$ cat config.mk
export PLATFORM = sky130hd
export DESIGN_NAME = lubm_chunk
export DESIGN_NICKNAME = d
export VERILOG_FILES = /design/src/sv/lubm_pkg.sv /design/src/sv/lubm_chunk.sv
export SDC_FILE = /design/constraint.sdc
export NUM_CORES = 1
export LEC_CHECK = 0
export BUFFER_PORTS_ARGS = -buffer_cell sky130_fd_sc_hd__clkbuf_2
export CAP_MARGIN = 0
export CORE_ASPECT_RATIO = 1.75
export CORE_MARGIN = 2
export CORE_UTILIZATION = 43
export DETAILED_ROUTE_END_ITERATION = 7
export PLACE_DENSITY = 0.94
export SYNTH_ARGS = -nofsm -noshare
export SYNTH_HDL_FRONTEND = slang
export SYNTH_SLANG_ARGS = --single-unit
$ cat constraint.sdc
create_clock -name vclk -period 1.2
set_input_delay 0.06 -clock vclk [all_inputs]
set_output_delay 0.06 -clock vclk [all_outputs]
set_load 0.01 [all_outputs]
$ cat src/sv/lubm_pkg.sv
// ----------------------------------------------------------------------------
// lubm_pkg - linked unit buffer manager shared types
// Item layouts, operation and status codes, byte mask helper.
// ----------------------------------------------------------------------------
package lubm_pkg;

   localparam int HandleWidth = 11;
   localparam int DataWidth   = 64;
   localparam int UnitBytes   = 8;

   localparam logic [1:0] FUNC_ALLOC = 2'd0;
   localparam logic [1:0] FUNC_WRITE = 2'd1;
   localparam logic [1:0] FUNC_READ  = 2'd2;
   localparam logic [1:0] FUNC_FREE  = 2'd3;

   localparam logic [1:0] STATUS_OK       = 2'd0;
   localparam logic [1:0] STATUS_NO_UNITS = 2'd1;
   localparam logic [1:0] STATUS_BROKEN   = 2'd2;
   localparam logic [1:0] STATUS_SMALL    = 2'd3;

   typedef struct packed {
      logic [1:0]             func;
      logic [HandleWidth-1:0] handle;
      logic [7:0]             length;
      logic [DataWidth-1:0]   payload;
      logic [3:0]             payload_bytes;
      logic [6:0]             skip;
      logic [7:0]             capacity;
   } req_type;

   typedef struct packed {
      logic [1:0]             status;
      logic [HandleWidth-1:0] handle_out;
      logic [DataWidth-1:0]   chunk;
      logic [3:0]             chunk_bytes;
      logic [7:0]             total_bytes;
      logic                   last;
   } rsp_type;

   // low n bytes set, all bytes for n of 8 or more
   function automatic logic [DataWidth-1:0] byte_mask(input logic [3:0] n);
      logic [DataWidth-1:0] m;
      m = '0;
      for (int b = 0; b < 8; b++) begin
         if (4'(b) < n) m[8*b +: 8] = 8'hFF;
      end
      return m;
   endfunction

endpackage

$ cat src/sv/lubm_chunk.sv
// ----------------------------------------------------------------------------
// lubm_chunk - read chunk extraction
// Drops skipped bytes and masks the chunk to its byte count.
// ----------------------------------------------------------------------------
module lubm_chunk (
   input  logic [lubm_pkg::DataWidth-1:0] unit_data,
   input  logic [3:0]                     skip_bytes,
   input  logic [3:0]                     keep_bytes,
   output logic [lubm_pkg::DataWidth-1:0] chunk
);
   import lubm_pkg::*;

   logic [DataWidth-1:0] shifted;

   assign shifted = unit_data >> {skip_bytes, 3'b000};
   assign chunk   = shifted & byte_mask(keep_bytes);

endmodule

Yosys cells after proc, flatten, opt, wreduce, memory -nomap -nowiden:

Index checks and enable logic that the tools add are counted.
W data, S select, Z words.

* flip-flop bits (word level): 0
* input port bits: 72
* word-level logic and storage cells: 18
* memories: 0
* bits in read-only memories: 0
* output and inout port bits: 64
* RAM bits: 0
* bits in latches: 0

* reductions and logical operators: 0
* shift operators: 1
* $lt $le $gt $ge: 8
* $add $sub $neg: 0
* muxes and demuxes: 8
* eq/ne operators: 0
* bitwise operators: 1
* div/mod/pow operators: 0
* multiply operators: 0

Operators with widths (number)
* $and A64 B64 Y64: 1
* $mux W8: 8
* $shr A64 B7 Y64: 1
* $lt A3 B4 Y1 const A: 4
* $lt A1 B4 Y1 const A: 2
* $lt A2 B4 Y1 const A: 2

Depth between registers and ports, before layout:

* word-level depth: 3
* gate-level depth with buffers: 6
* depth with buffers taken out: 3

Least setup slack after synthesis:

No wires, ideal clock.

* path type: input port to output port
* from: input skip_bytes[1]
* to: output chunk[22] (netlist name)
* required time: 1.140 ns
* arrival time: 1.078 ns
* stages on the path: 6
* path slack: 0.062 ns
* buffers on the path: 3
* path through: buf_6 buf_8 buf_12 mux2_2 o22ai_1 a211oi_1

* longest elaborated chain between the ends: 2

Ends and longest elaborated chain
* from (decl): line lubm_chunk.sv:7 `input logic [3:0] skip_bytes,`
* $shr A64 B7 Y64: line lubm_chunk.sv:15 `assign shifted = unit_data >> {skip_bytes, 3'b000};`
* $and A64 B64 Y64: line lubm_chunk.sv:16 `assign chunk = shifted & byte_mask(keep_bytes);`
* to (decl): line lubm_chunk.sv:9 `output logic [lubm_pkg::DataWidth-1:0] chunk`

Every way passes these cells.

Worst setup path in the final report:

* from: input skip_bytes[0]
* to: output chunk[16] (netlist name)

Same word-level chain as after synthesis.

==> flow_summary.json <==
{
  "outcome": "finished with violations",
  "violations": "setup timing",
  "grt_use_total_pct": 36.3,
  "rows": 31,
  "ys_types": 37,
  "start_util_pct": 44.4,
  "critPathLaunchType": "input pin",
  "synth_area_leaders": "mux2_2 20%, mux2i_1 9.3%, a211oi_1 6.6%, nor2_1 6.0%, mux2_4 5.8%",
  "core_area_sq_um": 4110,
  "critPathMaxFanout": 11,
  "io_buffer_count": 136,
  "setup_viol": 33,
  "yosysTopAreaCell": "mux2_2",
  "die_height_microns": 90.2,
  "wirelength_mm": 12.0,
  "slew_headroom_pct": 70.7,
  "hold_viol": 0,
  "grt_start_max_net_pins": 25,
  "syn_nets": 325,
  "final_nets": 497,
  "finalMaxSlewViolations": 0,
  "drt_pass1_iterations": 5,
  "cap_violations": 0,
  "ff_latch_area_sq_um": 0,
  "avgSynthCellArea_sq_um": 7.21,
  "final_antenna_net_count": 0,
  "min_path_type": "in2out",
  "wire_per_inst_microns": 25.4,
  "critPathKind": "in2out",
  "synth_common_cells": "33 x mux2_2, 29 x nor2_1, 26 x nand2_1",
  "final_util_pct": 87.3,
  "drt_iter0_drc": 210,
  "fp.dieW_microns": 53.2,
  "gp_congestion": 1.03,
  "arrival_ps": 1370,
  "grt_overflow_total": 0,
  "syn_to_final_growth_pct": 96.8,
  "place_area_sq_um": 2820,
  "worst_slack_ps": -226,
  "tightest_slew_ps": 438,
  "vias": 3277,
  "clockBufferCount": 0,
  "synth_most_common_cell": "mux2_2",
  "fin_hold_ws_ps": 490,
  "drc": 0,
  "seq_cells": 0,
  "power_density_nw_per_um2": 436,
  "yosysTopAreaCellShare_pct": 20.4,
  "synthCells": 253,
  "end_kind": "output pin",
  "ys_seq_area_share_pct": 0,
  "diodes": 0,
  "antenna_found_initial": 0,
  "grt_pass1_wl_mm": 13.6,
  "rsz0062_at_grt": "yes",
  "drive_gt1_share_pct": 73.0,
  "grt_pass1_vias": 2886,
  "synth_area_sq_um": 1820,
  "max_freq_mhz": 701,
  "dp_hpwl_mm": 6.61,
  "dp_slack_ps": -151,
  "die-area_sq_um": 4800,
  "setup_tns_ps": -3300,
  "period_share_pct": 119,
  "period_needed_ps": 1430,
  "cp.required_ps": 1140,
  "viasPerCell": 6.94,
  "ir_drop_uv": 347,
  "fin_area_sq_um": 3590,
  "yosysWarnings": 0,
  "ios": 136,
  "p_leak_nw": 1.78
}
worst max-delay path, stage by stage:
cell      delay [ps]
buf_8            130
buf_4            130
mux2i_1          100
or2_2            310
a211oi_2         410
clkbuf_2         220
cells in the final DEF (no fill, tap or decap), types with 3 or more instances in the layout:
cell type,instances
a211oi_1,10
a211oi_2,6
a21oi_1,7
a21oi_2,8
a22oi_2,7
a311oi_2,8
and2_1,8
buf_12,3
buf_16,3
buf_2,25
buf_4,32
buf_6,22
clkbuf_2,105
mux2_2,12
mux2_4,28
mux2i_1,11
mux2i_4,5
nand2_1,11
nand2_2,6
nand2_4,9
nor2_1,29
nor2b_1,8
o22ai_1,3
o22ai_2,11
o32ai_1,6
or2_1,7
path summary, 6_finish.rpt:
check                startpoint   endpoint  depth (start not counted)
setup / recovery  skip_bytes[0]  chunk[16]                          6
hold / removal    unit_data[56]  chunk[56]                          3
layout make-up:
class	instances	area [sq um]
Timing Repair Buffer	194	1360
Tap cell	49	61.3
Inverter	1	3.75
Fill cell	208	520
Multi-Input combinational cell	228	2160
cell families (layout without fill, tap and decap cells):
| group | count (synthesis) | in the layout | synth area share [%] |
|---|---|---|---|
| compound gates | 78 | 78 | 29.6 |
| buf+inv | 25 | 195 | 9.19 |
| mux | 58 | 58 | 36.7 |
| simple gates | 92 | 92 | 24.5 |
what timing repair did:
action                                  4_1_cts  5_1_grt
pin swaps                                    13       33
hold buffers                                  0        0
resized for setup                            48      122
endpoints found under the setup margin       43       46
gates cloned                                  3        1
setup buffers                                 0        4
endpoints found under the hold margin         0        0
stage by stage:
stage	instances	total power, W
2_1_floorplan	253	0.000611
3_3_place_gp	464	0.00105
3_5_place_dp	464	0.00108
4_1_cts	467	0.00122
5_1_grt	472	0.00163
6_report	472	0.00156
power breakdown:
part	internal (W)	total [W]	switching, W
clock	0	0	0
combinational	0.000751	0.00156	0.000814
sequential	0	0	0
total	0.000751	0.00156	0.000814
per-layer routing:
| metal | up-vias | wire length (microns) | global-route usage [%] |
|---|---|---|---|
| li1 | 1314 | - | - |
| met1 | 1499 | 3910 | 42.8 |
| met4 | 0 | 1020 | 20.5 |
| met3 | 113 | 1270 | 4.15 |
| met2 | 351 | 5770 | 60.3 |
| met5 | - | 0 | 0 |
Power figures use the tool's default switching activity.
